`src/rtl/drle_pkg.sv`:
```
// Shared types, constants and helper functions of the delta run-length encoder.
package drle_pkg;

  localparam int BYTE_W = 8;
  localparam int SPAN_W = 21;
  localparam int NSEG   = 3;

  localparam logic [BYTE_W-1:0] RUN_MARK   = 8'hFF;
  localparam logic [BYTE_W-1:0] CHUNK_MAX  = 8'd255;
  localparam logic [BYTE_W-1:0] MIN_RUN    = 8'd4;
  localparam logic [SPAN_W-1:0] SPAN_RESET = 21'd1048576;

  // One piece of an output burst: a marked group (mark, count, value)
  // or a few literal copies of one value.
  typedef enum logic [1:0] {
    SEG_NONE  = 2'd0,
    SEG_GROUP = 2'd1,
    SEG_LIT   = 2'd2
  } seg_kind_t;

  typedef struct packed {
    seg_kind_t         kind;
    logic [BYTE_W-1:0] len;
    logic [BYTE_W-1:0] val;
  } seg_t;

  // Everything one input beat emits: flushed run, full chunk, final flush.
  typedef struct packed {
    seg_t [NSEG-1:0] seg;
    logic            fin;
  } burst_t;

  typedef struct packed {
    logic       found;
    logic [1:0] idx;
  } seg_pick_t;

  function automatic seg_t flush_seg(logic [BYTE_W-1:0] len, logic [BYTE_W-1:0] val,
                                     logic sent);
    seg_t s;
    s.len = len;
    s.val = val;
    if (len == '0) begin
      s.kind = SEG_NONE;
    end else if (sent || len >= MIN_RUN) begin
      s.kind = SEG_GROUP;
    end else begin
      s.kind = SEG_LIT;
    end
    return s;
  endfunction

  // Lowest non-empty segment at or after the given index.
  function automatic seg_pick_t first_from(seg_t [NSEG-1:0] segs, logic [2:0] start);
    seg_pick_t p;
    p.found = 1'b0;
    p.idx   = 2'd0;
    for (int i = 0; i < NSEG; i++) begin
      if (!p.found && i >= int'(start) && segs[i].kind != SEG_NONE) begin
        p.found = 1'b1;
        p.idx   = 2'(i);
      end
    end
    return p;
  endfunction

endpackage

```
`src/rtl/drle_step.sv`:
```
// Stream state, delta coding and run tracking; builds the burst for each input beat.
module drle_step (
  input  logic                        clk,
  input  logic                        rst,
  input  logic                        cfg_we,
  input  logic [drle_pkg::SPAN_W-1:0] cfg_data,
  input  logic                        take,
  input  logic [drle_pkg::BYTE_W-1:0] data_byte,
  input  logic                        final_byte,
  output drle_pkg::burst_t            burst,
  output logic                        has_out
);
  import drle_pkg::*;

  logic [SPAN_W-1:0] delta_span;
  logic              started;
  logic [BYTE_W-1:0] previous_raw;
  logic [BYTE_W-1:0] run_value;
  logic [BYTE_W-1:0] run_length;
  logic              chunk_sent;
  logic [SPAN_W-1:0] position;

  logic              started_next;
  logic [BYTE_W-1:0] previous_raw_next;
  logic [BYTE_W-1:0] run_value_next;
  logic [BYTE_W-1:0] run_length_next;
  logic              chunk_sent_next;
  logic [SPAN_W-1:0] position_next;

  logic              in_span;
  logic [BYTE_W-1:0] val;

  always_comb begin
    in_span           = position < delta_span;
    val               = data_byte;
    started_next      = 1'b1;
    previous_raw_next = previous_raw;
    run_value_next    = run_value;
    run_length_next   = run_length;
    chunk_sent_next   = chunk_sent;
    position_next     = in_span ? position + 1'b1 : position;
    burst.fin         = final_byte;
    for (int i = 0; i < NSEG; i++) begin
      burst.seg[i] = '{kind: SEG_NONE, len: '0, val: '0};
    end

    if (!started) begin
      previous_raw_next = data_byte;
      run_value_next    = data_byte;
      run_length_next   = 8'd1;
      chunk_sent_next   = 1'b0;
    end else begin
      if (in_span) begin
        val               = data_byte - previous_raw;
        previous_raw_next = data_byte;
      end
      if (val == run_value) begin
        run_length_next = run_length + 8'd1;
      end else begin
        burst.seg[0]    = flush_seg(run_length, run_value, chunk_sent);
        run_value_next  = val;
        run_length_next = 8'd1;
        chunk_sent_next = 1'b0;
      end
      // A full chunk goes out at once; the rest of the run follows as a group.
      if (run_length_next == CHUNK_MAX) begin
        burst.seg[1]    = '{kind: SEG_GROUP, len: CHUNK_MAX, val: run_value_next};
        run_length_next = '0;
        chunk_sent_next = 1'b1;
      end
    end

    if (final_byte) begin
      burst.seg[2]      = flush_seg(run_length_next, run_value_next, chunk_sent_next);
      started_next      = 1'b0;
      previous_raw_next = '0;
      run_value_next    = '0;
      run_length_next   = '0;
      chunk_sent_next   = 1'b0;
      position_next     = '0;
    end
  end

  assign has_out = burst.seg[0].kind != SEG_NONE || burst.seg[1].kind != SEG_NONE ||
                   burst.seg[2].kind != SEG_NONE;

  always_ff @(posedge clk) begin
    if (rst) begin
      delta_span   <= SPAN_RESET;
      started      <= 1'b0;
      previous_raw <= '0;
      run_value    <= '0;
      run_length   <= '0;
      chunk_sent   <= 1'b0;
      position     <= '0;
    end else begin
      if (cfg_we) begin
        delta_span <= cfg_data;
      end
      if (take) begin
        started      <= started_next;
        previous_raw <= previous_raw_next;
        run_value    <= run_value_next;
        run_length   <= run_length_next;
        chunk_sent   <= chunk_sent_next;
        position     <= position_next;
      end
    end
  end

endmodule

```
`src/rtl/drle_serial.sv`:
```
// Burst register and byte serialiser feeding the output register.
module drle_serial (
  input  logic                        clk,
  input  logic                        rst,
  input  logic                        load,
  input  drle_pkg::burst_t            burst,
  output logic                        can_take,
  output logic                        out_valid,
  input  logic                        out_ready,
  output logic [drle_pkg::BYTE_W-1:0] out_byte,
  output logic                        burst_end,
  output logic                        stream_end
);
  import drle_pkg::*;

  burst_t     desc;
  logic       desc_valid;
  logic [1:0] s;
  logic [1:0] r;
  logic [1:0] b;

  seg_t              cur;
  logic [BYTE_W-1:0] cur_byte;
  logic              rep_done;
  logic              seg_done;
  logic              last;
  logic              out_load;
  seg_pick_t         nxt;
  seg_pick_t         start;

  always_comb begin
    case (s)
      2'd0:    cur = desc.seg[0];
      2'd1:    cur = desc.seg[1];
      default: cur = desc.seg[2];
    endcase
  end

  always_comb begin
    cur_byte = cur.val;
    rep_done = 1'b1;
    seg_done = 1'b1;
    case (cur.kind)
      SEG_GROUP: begin
        cur_byte = (b == 2'd0) ? RUN_MARK : (b == 2'd1) ? cur.len : cur.val;
        rep_done = b == 2'd2;
        seg_done = rep_done;
      end
      SEG_LIT: begin
        // An escaped mark literal takes three bytes: mark, zero, mark.
        if (cur.val == RUN_MARK) begin
          cur_byte = (b == 2'd1) ? '0 : RUN_MARK;
          rep_done = b == 2'd2;
        end
        seg_done = rep_done && ({{(BYTE_W-2){1'b0}}, r} == cur.len - 8'd1);
      end
      default: begin
        cur_byte = '0;
      end
    endcase
    nxt   = first_from(desc.seg, {1'b0, s} + 3'd1);
    start = first_from(burst.seg, 3'd0);
    last  = seg_done && !nxt.found;
  end

  assign out_load = !out_valid || out_ready;
  assign can_take = !desc_valid || (last && out_load);

  always_ff @(posedge clk) begin
    if (rst) begin
      desc_valid <= 1'b0;
      out_valid  <= 1'b0;
      s          <= '0;
      r          <= '0;
      b          <= '0;
    end else begin
      if (out_load) begin
        out_valid <= desc_valid;
      end
      if (load) begin
        desc_valid <= 1'b1;
        s          <= start.idx;
        r          <= '0;
        b          <= '0;
      end else if (desc_valid && out_load) begin
        if (seg_done) begin
          s <= nxt.idx;
          r <= '0;
          b <= '0;
        end else if (rep_done) begin
          r <= r + 2'd1;
          b <= '0;
        end else begin
          b <= b + 2'd1;
        end
        if (last) begin
          desc_valid <= 1'b0;
        end
      end
    end
  end

  always_ff @(posedge clk) begin
    if (load) begin
      desc <= burst;
    end
    if (desc_valid && out_load) begin
      out_byte   <= cur_byte;
      burst_end  <= last;
      stream_end <= last && desc.fin;
    end
  end

endmodule

```
`src/rtl/delta_rle_encoder.sv`:
```
// Top level of the delta plus escaped run-length encoder.
//
//   Channel   Direction  Handshake            Payload
//   input     in         in_valid/in_ready    data_byte, final_byte
//   output    out        out_valid/out_ready  out_byte, burst_end, stream_end
//   config    in         cfg_we               cfg_data (delta span, 21 bits)
//
// Beats that yield at most one output byte stream at one per cycle while the output
// is not stalled; a beat that yields more bytes holds the input until its last byte
// leaves, as the serialiser sends one byte per cycle unless the output stalls.
// A taken beat's burst is registered, then its bytes move to the output register.
// Reset is synchronous and clears the stream state and the span to its default.
// A stalled output holds its byte; the input stalls once the burst register is full.
module delta_rle_encoder (
  input  logic                        clk,
  input  logic                        rst,
  input  logic                        cfg_we,
  input  logic [drle_pkg::SPAN_W-1:0] cfg_data,
  input  logic                        in_valid,
  output logic                        in_ready,
  input  logic [drle_pkg::BYTE_W-1:0] data_byte,
  input  logic                        final_byte,
  output logic                        out_valid,
  input  logic                        out_ready,
  output logic [drle_pkg::BYTE_W-1:0] out_byte,
  output logic                        burst_end,
  output logic                        stream_end
);
  import drle_pkg::*;

  burst_t burst;
  logic   has_out;
  logic   take;

  assign take = in_valid && in_ready;

  drle_step u_step (
    .clk        (clk),
    .rst        (rst),
    .cfg_we     (cfg_we),
    .cfg_data   (cfg_data),
    .take       (take),
    .data_byte  (data_byte),
    .final_byte (final_byte),
    .burst      (burst),
    .has_out    (has_out)
  );

  drle_serial u_serial (
    .clk        (clk),
    .rst        (rst),
    .load       (take && has_out),
    .burst      (burst),
    .can_take   (in_ready),
    .out_valid  (out_valid),
    .out_ready  (out_ready),
    .out_byte   (out_byte),
    .burst_end  (burst_end),
    .stream_end (stream_end)
  );

endmodule

```
`config.mk`:
```
export PLATFORM = sky130hd
export DESIGN_NAME = delta_rle_encoder
export DESIGN_NICKNAME = d
export VERILOG_FILES = /design/src/rtl/drle_pkg.sv /design/src/rtl/drle_step.sv /design/src/rtl/drle_serial.sv /design/src/rtl/delta_rle_encoder.sv
export SDC_FILE = /design/constraint.sdc
export NUM_CORES = 1
export LEC_CHECK = 0
export BUFFER_PORTS_ARGS = -buffer_cell sky130_fd_sc_hd__buf_2
export CORE_MARGIN = 3
export CORE_UTILIZATION = 40
export CTS_BUF_LIST = sky130_fd_sc_hd__clkbuf_8
export DETAILED_ROUTE_END_ITERATION = 10
export PLACE_DENSITY = 0.57
export SLEW_MARGIN = 15
export SYNTH_ARGS = -nofsm -noshare
export SYNTH_HDL_FRONTEND = slang
export SYNTH_SLANG_ARGS = --single-unit
```
`constraint.sdc`:
```
create_clock -name clk -period 8.7 [get_ports clk]
set_clock_uncertainty 0.15 [all_clocks]
set_input_delay 1.74 -clock clk [delete_from_list [all_inputs] [get_ports clk]]
set_output_delay 1.74 -clock clk [all_outputs]
set_load 0.02 [all_outputs]
```
== Word level (Yosys, flattened, before mapping) ==
Cells that the tools add are included.
W data, S select, Z words.

* Equal/unequal tests: 10
* Add/subtract/negate cells: 7
* Bitwise logic cells: 1
* Multiplexer cells: 54
* Reduce and logical (&&, ||, !) cells: 50
* Magnitude comparators: 6

{| class="wikitable"
|+ Operators by type and width
! cell !! count
|-
| $mux W8 || 17
|-
| $mux W21 || 2
|-
| $mux W18 || 2
|-
| $mux W36 || 1
|-
| $pmux W18 S2 || 1
|-
| $mux W2 || 12
|-
| $reduce_bool A2 Y1 || 11
|-
| $add A21 B1 Y21 const B || 1
|-
| $lt A21 B21 Y1 || 1
|-
| $mux W17 || 1
|-
| $eq A8 B8 Y1 const B || 2
|-
| $ge A8 B3 Y1 const B || 2
|-
| $logic_not A8 Y1 || 2
|-
| $pmux W8 S2 || 1
|-
| $mux W3 || 5
|-
| $logic_and A1 B1 Y1 || 14
|-
| $reduce_and A2 Y1 || 6
|-
| $mux W1 || 10
|-
| $add A8 B1 Y8 const B || 1
|-
| $eq A2 B8 Y1 || 1
|-
| $eq A8 B8 Y1 || 1
|-
| $sub A8 B1 Y8 const B || 1
|-
| $sub A8 B8 Y8 || 1
|-
| $logic_not A1 Y1 || 7
|-
| other kinds (12) || 25
|}

* Register bits: 141
* Input bits: 35

== Logic depth before layout (Yosys ltp) ==
Gate-level depths: netlist (run 1).

* Word-level depth: 20
* Mapped depth: 18

== Modules after synthesis ==
A second synthesis (run 1) with hierarchy kept.

* Cell total of the unflattened synthesis: 843
* Area total of the unflattened synthesis: 7893.8 µm²

{| class="wikitable"
|+ Modules (own cells, without submodules)
! module !! cells an instance !! area each (µm²) !! instances
|-
| drle_step || 602 || 4643.2 || 1
|-
| drle_serial || 239 || 3238.1 || 1
|-
| delta_rle_encoder || 2 || 12.5 || 1
|}

== Worst setup path after synthesis (run 1) ==
Ideal clock, no wire load.

* Kind: input-to-reg
* Start: input data_byte[0] (netlist bit)
* End: register u_serial.desc[0] (netlist bit) (enable)
* Buffers on the path: 0
* Slack: 3.311 ns
* Stages on the path: 11
* Setup time: 0.374 ns
* Required time: 8.176 ns
* Data arrival time: 4.865 ns
* Cells stage by stage: inv_1 -> ha_1 -> fa_1 -> xor2_1 -> o311ai_1 -> a211o_1 -> nor3_2 -> or4b_4 -> o31a_4 -> a221oi_4 -> o21a_4

* Longest elaborated chain between the ends: 17
* Elaborated cells on any way between the ends: 27
* Classes of those cells: add/sub: 1; order compare: 1; eq/ne: 2; mux: 15; reduce/logical: 8

{| class="wikitable"
|+ Ends and longest elaborated chain
! element !! line !! source
|-
| from (decl) || delta_rle_encoder.sv:21 || <nowiki>input logic [drle_pkg::BYTE_W-1:0] data_byte,</nowiki>
|-
| $sub A8 B8 Y8 || drle_step.sv:54 || <nowiki>val = data_byte - previous_raw;</nowiki>
|-
| $mux W8 * || drle_step.sv:53 || <nowiki>if (in_span) begin</nowiki>
|-
| $mux W8 * || drle_step.sv:47 || <nowiki>if (!started) begin</nowiki>
|-
| $eq A8 B8 Y1 * || drle_step.sv:57 || <nowiki>if (val == run_value) begin</nowiki>
|-
| $mux W8 || drle_step.sv:57 ||
|-
| $mux W8 || drle_step.sv:47 ||
|-
| $eq A8 B8 Y1 || drle_step.sv:66 || <nowiki>if (run_length_next == CHUNK_MAX) begin</nowiki>
|-
| $mux W8 || drle_step.sv:66 ||
|-
| [2 not listed] || n/a ||
|-
| $logic_or A1 B1 Y1 || drle_pkg.sv:45 || <nowiki>end else if (sent || len >= MIN_RUN) begin</nowiki>
|-
| $mux W2 || drle_pkg.sv:45 ||
|-
| $mux W2 || drle_pkg.sv:43 || <nowiki>if (len == '0) begin</nowiki>
|-
| $mux W18 || drle_step.sv:73 || <nowiki>if (final_byte) begin</nowiki>
|-
| $reduce_bool A2 Y1 || drle_step.sv:85 || <nowiki>burst.seg[2].kind != SEG_NONE;</nowiki>
|-
| $logic_or A1 B1 Y1 * || drle_step.sv:84 || <nowiki>assign has_out = burst.seg[0].kind != SEG_NONE || burst.seg[1].kind != SEG_NONE ||</nowiki>
|-
| $logic_and A1 B1 Y1 * || delta_rle_encoder.sv:52 || <nowiki>.load (take && has_out),</nowiki>
|-
| net u_serial.load || drle_serial.sv:5 || <nowiki>input logic load,</nowiki>
|-
| to (signal assigned) || drle_serial.sv:105 || <nowiki>desc <= burst;</nowiki>
|-
| to (decl) || drle_serial.sv:16 || <nowiki>burst_t desc;</nowiki>
|}

The timed path passes the listed nets; every way through them passes the cells marked *. The select of a mux whose other input is x is not followed.
A chain may end at the register's enable or synchronous reset.

== Worst setup path after layout (run 1) ==
* Start: register u_serial.s[0]
* End: output in_ready

* Longest elaborated chain between the ends: 16
* Elaborated cells on any way between the ends: 30
* Classes of those cells: add/sub: 2; order compare: 3; eq/ne: 5; mux: 7; reduce/logical: 13

{| class="wikitable"
|+ Ends and longest elaborated chain
! element !! line !! source
|-
| from (decl) || drle_serial.sv:18 || <nowiki>logic [1:0] s;</nowiki>
|-
| from (signal assigned) || drle_serial.sv:82 || <nowiki>s <= start.idx;</nowiki>
|-
| from (signal assigned) || drle_serial.sv:87 || <nowiki>s <= nxt.idx;</nowiki>
|-
| branches (longest 13 deep; another with $sub A8 B1 Y8) || n/a ||
|-
| $logic_and A1 B1 Y1 * || drle_serial.sv:63 || <nowiki>last = seg_done && !nxt.found;</nowiki>
|-
| $logic_and A1 B1 Y1 * || drle_serial.sv:67 || <nowiki>assign can_take = !desc_valid || (last && out_load);</nowiki>
|-
| $logic_or A1 B1 Y1 * || drle_serial.sv:67 ||
|-
| to (decl) || delta_rle_encoder.sv:20 || <nowiki>output logic in_ready,</nowiki>
|}

Mark *: on every way between the ends. The select of a mux whose other input is x is not followed.

==> out/results.tsv, run 1 <==
metric	value	unit
most frequent cells in the layout	102 x nor2_1, 76 x dfxtp_1, 60 x nand2_1	
synth-to-layout area growth	8.77	%
Worst Hold Launch	u_step.previous_raw[2]$_SDFFE_PP0P_	
cells on worst reg2reg path	13	
r2r startpoint	u_serial.s[0]$_SDFFE_PP0P_	
largest net degree at the start of global routing	53	
Avg Inst Size Synth	9.21	sq um
dpl cells	1133	
initial antenna violation count	0	
CP Max Fanout	25	
first-pass GRT wire length	31100	um
detailed-router iteration count before antenna repair	4	
row cnt	51	
non-filler cells, final	1164	
grt total ovfl	0	
antenna-violating nets left	0	
fraction of layout cells with a size suffix above 1	13.5	%
Final Hold Fails	0	
Post-Syn Instances	869	
Num CTS Buffers	17	
Yosys reg bits	133	
register area	0.00323	sq mm
CP Cell Sequence	buf_4, mux2i_1, nor2_1, a21oi_1, ha_1, xor2_1, nand4_1, o41ai_4, a41oi_4, inv_2, buf_2	
1st-iter DRT viols	365	
most used flip-flop cell after synthesis	dfxtp_1	
Hold-fix buffers, CTS	0	
worst hold stages	1	
crit path capture type	output pin	
fmax	0.175	GHz
area of the multi-input gates	0.00429	sq mm
Req. time, crit path	6.81	ns
Max VDD drop	0.0943	mV
slew margin rel.	38.8	%
Post-synth EDFFs	57	
DR vias/cell	5.31	
Initial Utilization	40.9	%
# H-tree levels	4	
# setup viols final	0	
IO Port Bufs	46	
max cap viols	0	
clk_lat worst skew	0.46	ns
Leak	3.33	nW
Yosys warnings	0	
Slowest cell on crit path	o41ai_4	
All-Layer GR Usage	17.8	%
Slew Viols, Final	0	
worst-margin pin slew	0.913	ns
register area share after synthesis	40.4	%
fillers	1981	
Post-Syn Area	0.00800	sq mm
final net count	959	
vias	6179	
Die X	147	um
Max stage delay on crit path	0.64	ns
most common cell after layout, fill and taps aside	nor2_1	
die area	0.0217	sq mm
vias in the first global route	5808	
routed len/inst	16.2	um
reg2reg setup slack	3.92	ns
unrepaired setup endpoints after global routing	no	
clk sinks	133	
CTS tree	yes	
postcts setup bufs	0	
Final Critical Period	5.71	ns
syn nets	941	
Antenna diodes	0	
clock-pin slew on the worst setup and hold paths	0.08	ns
Crit Path Category	reg2out	
hold endpoint	u_step.previous_raw[2]$_SDFFE_PP0P_	
CTS root buf	clkbuf_8	
DRC violations left	0	
post-synth cell types	89	
Worst setup SP type	flip-flop	
DP HPWL	13300	um
vertical die dimension	147	um
WP data arrival	3.82	ns
crit share post-route	65.7	%
Post-Route WL	18800	um
Core ar.	0.0196	sq mm
Async SR Flop Fraction	0	%
power density cells	168	mW/mm^2
min-delay worst type	reg2reg	
outcome	finished clean	
final RePlAce weighted congestion	0.887	
clock buffer depth	2	
RR Endpoint	u_step.previous_raw[5]$_SDFFE_PP0P_	
setup tns final	0	ns
CTS resizes	0	
I/O pins	47	
-- layout make-up --
class	count	area share [%]
multi-input cells	630	49.3
repair buffers	53	3.25
clock buffers	17	2.69
clock inverters	14	1.55
inverters	52	2.24
well taps	265	3.81
flip-flops and latches	133	37.1
-- metal layers --
layer / wire length [um] / up-vias / global-route usage [%]
met3: 736 / 19 / 3.86
met1: 9350 / 2889 / 25.4
li1: - / 3150 / -
met2: 8470 / 121 / 27.5
met4: 235 / 0 / 4.80
met5: 0 / - / 0
-- through the flow --
| step | hold WS [ns] | instance area (sq um) | worst slack [ns] | utilization [%] | power, W |
|---|---|---|---|---|---|
| after global placement | 0.313 | 8340 | 2.74 | 42.5 | 0.000969 |
| after CTS | 0.339 | 8700 | 3.02 | 44.4 | 0.00148 |
| after floorplan | 0.299 | 8000 | 3.31 | - | 0.000906 |
| after global routing | 0.348 | 8700 | 2.75 | 44.4 | 0.00154 |
| after detailed placement | 0.316 | 8340 | 2.70 | 42.5 | 0.000970 |
| final | 0.335 | 8700 | 2.99 | 44.4 | 0.00146 |
-- cells in the mapped netlist, types with 5 or more instances --
| cell type | number | area share (%) |
|---|---|---|
| nor3_1 | 27 | 1.7 |
| o21ai_0 | 37 | 2.3 |
| o21bai_1 | 6 | 0.56 |
| xnor2_1 | 21 | 2.3 |
| nor3_2 | 6 | 0.75 |
| and3_1 | 23 | 1.8 |
| a22o_1 | 9 | 0.99 |
| buf_2 | 14 | 0.88 |
| a22oi_1 | 8 | 0.75 |
| nor2b_1 | 6 | 0.47 |
| nor4_1 | 5 | 0.39 |
| edfxtp_1 | 57 | 21 |
| nand3_1 | 29 | 1.8 |
| a31oi_1 | 7 | 0.55 |
| xor2_1 | 24 | 2.6 |
| a21oi_1 | 40 | 2.5 |
| clkbuf_1 | 26 | 1.2 |
| inv_1 | 50 | 2.3 |
| ha_1 | 36 | 5.6 |
| buf_1 | 5 | 0.23 |
| dfxtp_1 | 76 | 19 |
| nor4b_1 | 5 | 0.55 |
| o21a_1 | 5 | 0.47 |
| nor2_1 | 102 | 4.8 |
| nand2b_1 | 11 | 0.86 |
| or3_1 | 5 | 0.39 |
| nand2_1 | 60 | 2.8 |
| a21o_1 | 9 | 0.84 |
| nand4_1 | 17 | 1.3 |
| a211oi_1 | 12 | 1.1 |
| mux2i_1 | 39 | 4.9 |
-- flip-flops by register name (all words and copies together) (netlist names), 2 cells and up --
register and flops:
u_serial.desc 47, u_step.delta_span 21, u_step.position 21, u_serial.out_byte 8
u_step.previous_raw 8, u_step.run_length 8, u_step.run_value 8, u_serial.b 2
u_serial.r 2, u_serial.s 2
-- cells by family (layout without fill, tap and decap cells) --
| group | after synthesis | in the layout | share of synthesized area [%] |
|---|---|---|---|
| compound gates | 176 | 176 | 16.2 |
| xor+xnor | 47 | 47 | 5.41 |
| fa+ha+maj | 37 | 37 | 5.88 |
| buf+inv | 106 | 136 | 5.96 |
| flops | 133 | 133 | 40.4 |
| mux | 41 | 41 | 5.16 |
| simple gates | 329 | 329 | 21.0 |
-- worst max path at each step --
stage / slack [ns] / end / start / cells past startpoint
floorplan: 3.31 / u_serial.desc[0]$_DFFE_PP_ / data_byte[0] / 11
global placement: 2.74 / u_serial.desc[0]$_DFFE_PP_ / data_byte[0] / 12
detailed placement: 2.70 / u_serial.desc[0]$_DFFE_PP_ / data_byte[0] / 12
CTS: 3.02 / in_ready / u_serial.s[0]$_SDFFE_PP0P_ / 11
global route: 2.75 / in_ready / u_serial.s[0]$_SDFFE_PP0P_ / 11
finish: 2.99 / in_ready / u_serial.s[0]$_SDFFE_PP0P_ / 11
-- where the power goes --
part           leakage, nW  internal (W)  switching, W
clock                0.204      0.000251      0.000254
combinational         1.94     0.0000944      0.000163
sequential            1.18      0.000681     0.0000169
-- worst max-delay path, delay by kind of cell (launching register included) --
| family | cells | cell delay [ns] |
|---|---|---|
| AND/OR/NAND/NOR | 2 | 0.23 |
| XOR/XNOR | 1 | 0.15 |
| adder cells (fa/ha/maj) | 1 | 0.30 |
| multiplexers | 1 | 0.23 |
| flip-flops | 1 | 0.31 |
| AO/OA/AOI/OAI | 3 | 1.23 |
| buffers and inverters | 3 | 0.91 |
(Power assumes the default switching activity.)
==> inputs of run 2 (changes only) <==
Clock period 8.7 ns to 5.9 ns, I/O delays scaled along.
==> run 2 against run 1 <==
Cell count barely moved. Die area stayed put. First-iteration DRC count increased by 14%. Worst hold slack got worse by 0.00092 ns. Non-clock buffer count rose by 1. Via count increased by 1.4%. Design area is 1.1% higher. Sequential share of layout area fell by 0.40 points. Highest routed layer unchanged.
==> out/results.tsv, run 2 (same netlist as run 1, synthesis figures left out) <==
metric	value	unit	change
All-Layer GR Usage	17.8	%	-0.030 points
outcome	finished clean		
I/O pins	47		unchanged
max reg flops	47		unchanged
biggest regs	u_serial.desc (47), u_step.delta_span (21), u_step.position (21)		
Core ar.	0.0196	sq mm	unchanged
worst slack, placed	0.586	ns	-2.11 ns
Slowest cell on crit path	dfxtp_1		
DR vias/cell	5.38		+1.3%
Max stage delay on crit path	0.88	ns	+0.24 ns
final RePlAce weighted congestion	0.897		+1.1%
initial antenna violation count	0		unchanged
clk sinks	133		unchanged
RR Endpoint	u_step.previous_raw[3]$_SDFFE_PP0P_		
routed len/inst	16.1	um	about the same
fmax	0.189	GHz	
fraction of layout cells with a size suffix above 1	13.4	%	-0.015 points
Max VDD drop	0.142	mV	+50%
setup tns final	0	ns	unchanged
met3 WL	864	um	+17%
CP Max Fanout	28		+12%
DRC violations left	0		unchanged
Final Critical Period	5.28	ns	
crit path capture type	output pin		
die area	0.0217	sq mm	unchanged
CP Cell Sequence	buf_4, nor2_1, a22o_1, inv_1, ha_1, a21oi_1, a32oi_2, a41oi_4, inv_2, buf_2		
cells on worst reg2reg path	13		unchanged
Die X	147	um	unchanged
Biggest register	u_serial.desc		
Final Hold Fails	0		unchanged
# setup viols final	0		unchanged
Num CTS Buffers	17		unchanged
WP data arrival	3.95	ns	+0.13 ns
row cnt	51		unchanged
# H-tree levels	4		unchanged
antenna-violating nets left	0		unchanged
dpl cells	1134		+0.088%
reg2reg setup slack	1.21	ns	-2.71 ns
DP HPWL	13600	um	+2.3%
power density cells	258	mW/mm^2	+54%
non-filler cells, final	1165		+0.086%
final net count	960		+0.10%
Antenna diodes	0		unchanged
max layer used	met4		
first-pass GRT wire length	31400	um	+0.91%
Post-Route WL	18800	um	about the same
CP top delay family	compound AO/OA/AOI/OAI gates		
beginning of the critical path	u_serial.s[1]$_SDFFE_PP0P_		
crit share post-route	89.4	%	
crit path buf inv count	4		+1
Crit Path Category	reg2out		
CTS root buf	clkbuf_8		
IO Port Bufs	46		unchanged
grt total ovfl	0		unchanged
largest net degree at the start of global routing	44		-17%
clk_lat worst skew	0.45	ns	about the same
min-delay worst type	reg2reg		
final worst setup slack	0.623	ns	-2.36 ns
crit path to	in_ready		
unrepaired setup endpoints after global routing	no		
DR WL met2	8580	um	+1.2%
vias in the first global route	6001		+3.3%
1st-iter DRT viols	415		+14%
r2r startpoint	u_serial.s[1]$_SDFFE_PP0P_		
area of the multi-input gates	0.00429	sq mm	unchanged
clock buffer depth	2		unchanged
register area	0.00323	sq mm	unchanged
Leak	3.36	nW	+1.1%
most common cell after layout, fill and taps aside	nor2_1		
CTS resizes	0		unchanged
max cap viols	0		unchanged
clock-pin slew on the worst setup and hold paths	0.08	ns	about the same
vias	6264		+1.4%
met1 WL	9140	um	-2.3%
Req. time, crit path	4.57	ns	-2.24 ns
vertical die dimension	147	um	unchanged
slew margin rel.	36.3	%	-2.5 points
final instance area	0.00880	sq mm	+1.1%
fillers	1915		-3.3%
Critical Path Stages	10		-1
detailed-router iteration count before antenna repair	5		+1
Initial Utilization	40.9	%	unchanged
CTS tree	yes		
most frequent cells in the layout	102 x nor2_1, 76 x dfxtp_1, 60 x nand2_1		
Slew Viols, Final	0		unchanged
post-placement cell area	0.00836	sq mm	+0.24%
synth-to-layout area growth	9.94	%	
worst-margin pin slew	0.950	ns	+0.0369 ns
Worst setup SP type	flip-flop		
postcts setup bufs	0		unchanged
Hold-fix buffers, CTS	0		unchanged
## run 2: worst min-delay path by stage
stage / from / end / depth (start not counted)
floorplan: u_step.previous_raw[2]$_SDFFE_PP0P_ / u_step.previous_raw[2]$_SDFFE_PP0P_ / 1
global placement: u_step.previous_raw[2]$_SDFFE_PP0P_ / u_step.previous_raw[2]$_SDFFE_PP0P_ / 1
detailed placement: u_step.previous_raw[5]$_SDFFE_PP0P_ / u_step.previous_raw[5]$_SDFFE_PP0P_ / 1
CTS: u_step.previous_raw[2]$_SDFFE_PP0P_ / u_step.previous_raw[2]$_SDFFE_PP0P_ / 1
global route: u_step.previous_raw[5]$_SDFFE_PP0P_ / u_step.previous_raw[5]$_SDFFE_PP0P_ / 1
finish: u_step.previous_raw[5]$_SDFFE_PP0P_ / u_step.previous_raw[5]$_SDFFE_PP0P_ / 1
## run 2: stage by stage
| step | power [W] | hold slack (ns) | utilization (%) |
|---|---|---|---|
| after CTS | 0.00229 | 0.337 | 44.9 |
| after detailed placement | 0.00143 | 0.315 | 42.7 |
| after global placement | 0.00143 | 0.312 | 42.7 |
| after floorplan | 0.00134 | 0.299 | - |
| after global routing | 0.00237 | 0.352 | 44.9 |
| final | 0.00227 | 0.334 | 44.9 |
## run 2: routing by layer
layer  global-route usage [%]  up-vias
met3                     3.28       16
met4                     5.41        0
met5                        0        -
li1                         -     3165
met1                     25.2     2925
met2                     27.7      158
## run 2: power breakdown
| group | switching (W) | total (W) | internal, W |
|---|---|---|---|
| Clock | 0.000358 | 0.000858 | 0.000500 |
| Combinational | 0.000235 | 0.000376 | 0.000141 |
| Sequential | 0.0000352 | 0.00104 | 0.00100 |
| Total | 0.000628 | 0.00227 | 0.00165 |
## run 2: layout make-up
cell class,count,share of cell area (%)
Tap cell,265,3.77
Inverter,52,2.22
Sequential cell,133,36.7
Clock inverter,10,1.75
Multi-Input combinational cell,630,48.8
Timing Repair Buffer,54,3.44
Clock buffer,21,3.28
==> inputs of run 3 (changes only) <==
Settings changed: GPL_TIMING_DRIVEN set to 0, REMOVE_ABC_BUFFERS set to 1, TNS_END_PERCENT set to 5.
==> run 3 against run 2 <==
Wire length is 2.4% lower. Combinational power is 3% lower. First-iteration DRC count is 6.0% lower.
==> out/results.tsv, run 3 (same netlist as run 1, synthesis figures left out) <==
metric	value	unit	change
detailed-router iteration count before antenna repair	7		+2
antenna-violating nets left	0		unchanged
largest net degree at the start of global routing	53		+20%
Slew Viols, Final	0		unchanged
Biggest register	u_serial.desc		
post-placement cell area	0.00832	sq mm	-0.46%
Final Critical Period	5.41	ns	+0.134 ns
vias in the first global route	5910		-1.5%
initial antenna violation count	0		unchanged
max cap viols	0		unchanged
Core ar.	0.0196	sq mm	unchanged
slew margin rel.	33.8	%	-2.5 points
final design utilization	44.4	%	-0.54 points
clk sinks	133		unchanged
CTS root buf	clkbuf_8		
most common cell after layout, fill and taps aside	nor2_1		
Antenna diodes	0		unchanged
Req. time, crit path	5.82	ns	+1.25 ns
final instance area	0.00869	sq mm	-1.2%
final RePlAce weighted congestion	0.856		-4.5%
Hold-fix buffers, CTS	0		unchanged
worst slack, placed	0.346	ns	-0.240 ns
unrepaired setup endpoints after global routing	no		
crit share post-route	91.7	%	+2.3 points
Final Hold Fails	0		unchanged
CTS tree	yes		
grt total ovfl	0		unchanged
Crit Path Category	reg2reg		
Post-Route WL	18300	um	-2.4%
fmax	0.185	GHz	-2.5%
fraction of layout cells with a size suffix above 1	13.6	%	+0.19 points
DP HPWL	12900	um	-5.1%
IO Port Bufs	46		unchanged
DRC violations left	0		unchanged
WP data arrival	5.33	ns	+1.38 ns
1st-iter DRT viols	390		-6.0%
Die X	147	um	unchanged
final worst setup slack	0.489	ns	-0.134 ns
All-Layer GR Usage	17.1	%	-0.71 points
Final Total Pwr	0.00215	W	-5.6%
DR vias/cell	5.38		about the same
dpl cells	1128		-0.53%
vias	6239		-0.40%
# H-tree levels	4		unchanged
Num CTS Buffers	17		unchanged
CTS resizes	0		unchanged
clk_lat worst skew	0.45	ns	about the same
outcome	finished clean		
biggest regs	u_serial.desc (47), u_step.delta_span (21), u_step.position (21)		
final net count	954		-0.63%
synth-to-layout area growth	8.63	%	
clock buffer depth	2		unchanged
clock-pin slew on the worst setup and hold paths	0.08	ns	about the same
Worst setup SP type	flip-flop		
Combinational Power Share	17.0	%	+0.5 points
Leak	3.29	nW	-2.1%
crit path capture type	flip-flop		
I/O pins	47		unchanged
first-pass GRT wire length	30200	um	-3.6%
die area	0.0217	sq mm	unchanged
vertical die dimension	147	um	unchanged
most frequent cells in the layout	102 x nor2_1, 74 x dfxtp_1, 60 x nand2_1		
row cnt	51		unchanged
P_int	0.00149	W	-9.5%
worst-margin pin slew	0.993	ns	+0.0428 ns
non-filler cells, final	1160		-0.43%
power density cells	247	mW/mm^2	-4.4%
# setup viols final	0		unchanged
switching power	0.000657	W	+4.7%
postcts setup bufs	0		unchanged
Initial Utilization	40.9	%	unchanged
CP Max Fanout	52		+86%
sw frac	30.6	%	+3.0 points
min-delay worst type	reg2reg		
clock share of power	34.4	%	-3.3 points
routed len/inst	15.8	um	-2.0%
Seq pwr share	48.6	%	+2.9 points
Max VDD drop	0.133	mV	-6.1%
max reg flops	47		unchanged
-- run 3: changes by cell type in the layout (fill, tap and decap cells not counted), sizes merged --
cell,change
inv,+1
clkinv,+4
clkbuf,-3
bufinv,-3
buf,-6
clkinvlp,+2
-- run 3: routing by layer --
layer,part of all wire (%),GRT usage (%)
met5,0,0
met4,1.7,4.94
met3,3.0,3.10
met2,47,27.4
met1,48,23.7
-- run 3: power groups by stage --
stage                     Clock, W  Combinational [W]  Sequential [W]
after detailed placement         0           0.000365         0.00107
after floorplan                  0           0.000252         0.00106
final                     0.000739           0.000365         0.00104
after global placement           0           0.000360         0.00106
after CTS                 0.000757           0.000366         0.00104
after global routing      0.000795           0.000407         0.00105
-- run 3: critical path: stages, from the launching register on --
cell,delay (ns)
dfxtp_2,0.77
mux2i_1,0.25
nor2_1,0.05
a21oi_1,0.28
ha_1,0.30
xor2_1,0.14
nand4_1,0.17
o41ai_4,0.62
a41oi_4,0.33
inv_2,0.32
and2_0,0.83
o21a_4,0.73
-- run 3: final timing paths --
check	from	endpoint	slack, ns	cells after the start
max	u_serial.s[0]$_SDFFE_PP0P_	u_serial.desc[16]$_SDFFCE_PP0P_	0.49	11
min	u_step.previous_raw[6]$_SDFFE_PP0P_	u_step.previous_raw[6]$_SDFFE_PP0P_	0.34	1
max reg2reg	u_serial.s[0]$_SDFFE_PP0P_	u_serial.desc[16]$_SDFFCE_PP0P_	0.49	11
min reg2reg	u_step.previous_raw[6]$_SDFFE_PP0P_	u_step.previous_raw[6]$_SDFFE_PP0P_	0.34	1
-- run 3: layout make-up --
type | instances | area [sq um]
fillers | 1954 | 10900
multi-input cells | 630 | 4300
repair buffers | 48 | 253
clock inverters | 14 | 129
flip-flops and latches | 133 | 3240
inverters | 52 | 195
clock buffers | 18 | 248
well taps | 265 | 332
-- run 3: through the flow --
stage / TNS [ns] / hold slack (ns)
2_1_floorplan: 0 / 0.299
3_3_place_gp: -21.73 / 0.313
3_5_place_dp: 0 / 0.316
4_1_cts: 0 / 0.340
5_1_grt: 0 / 0.355
6_report: 0 / 0.336
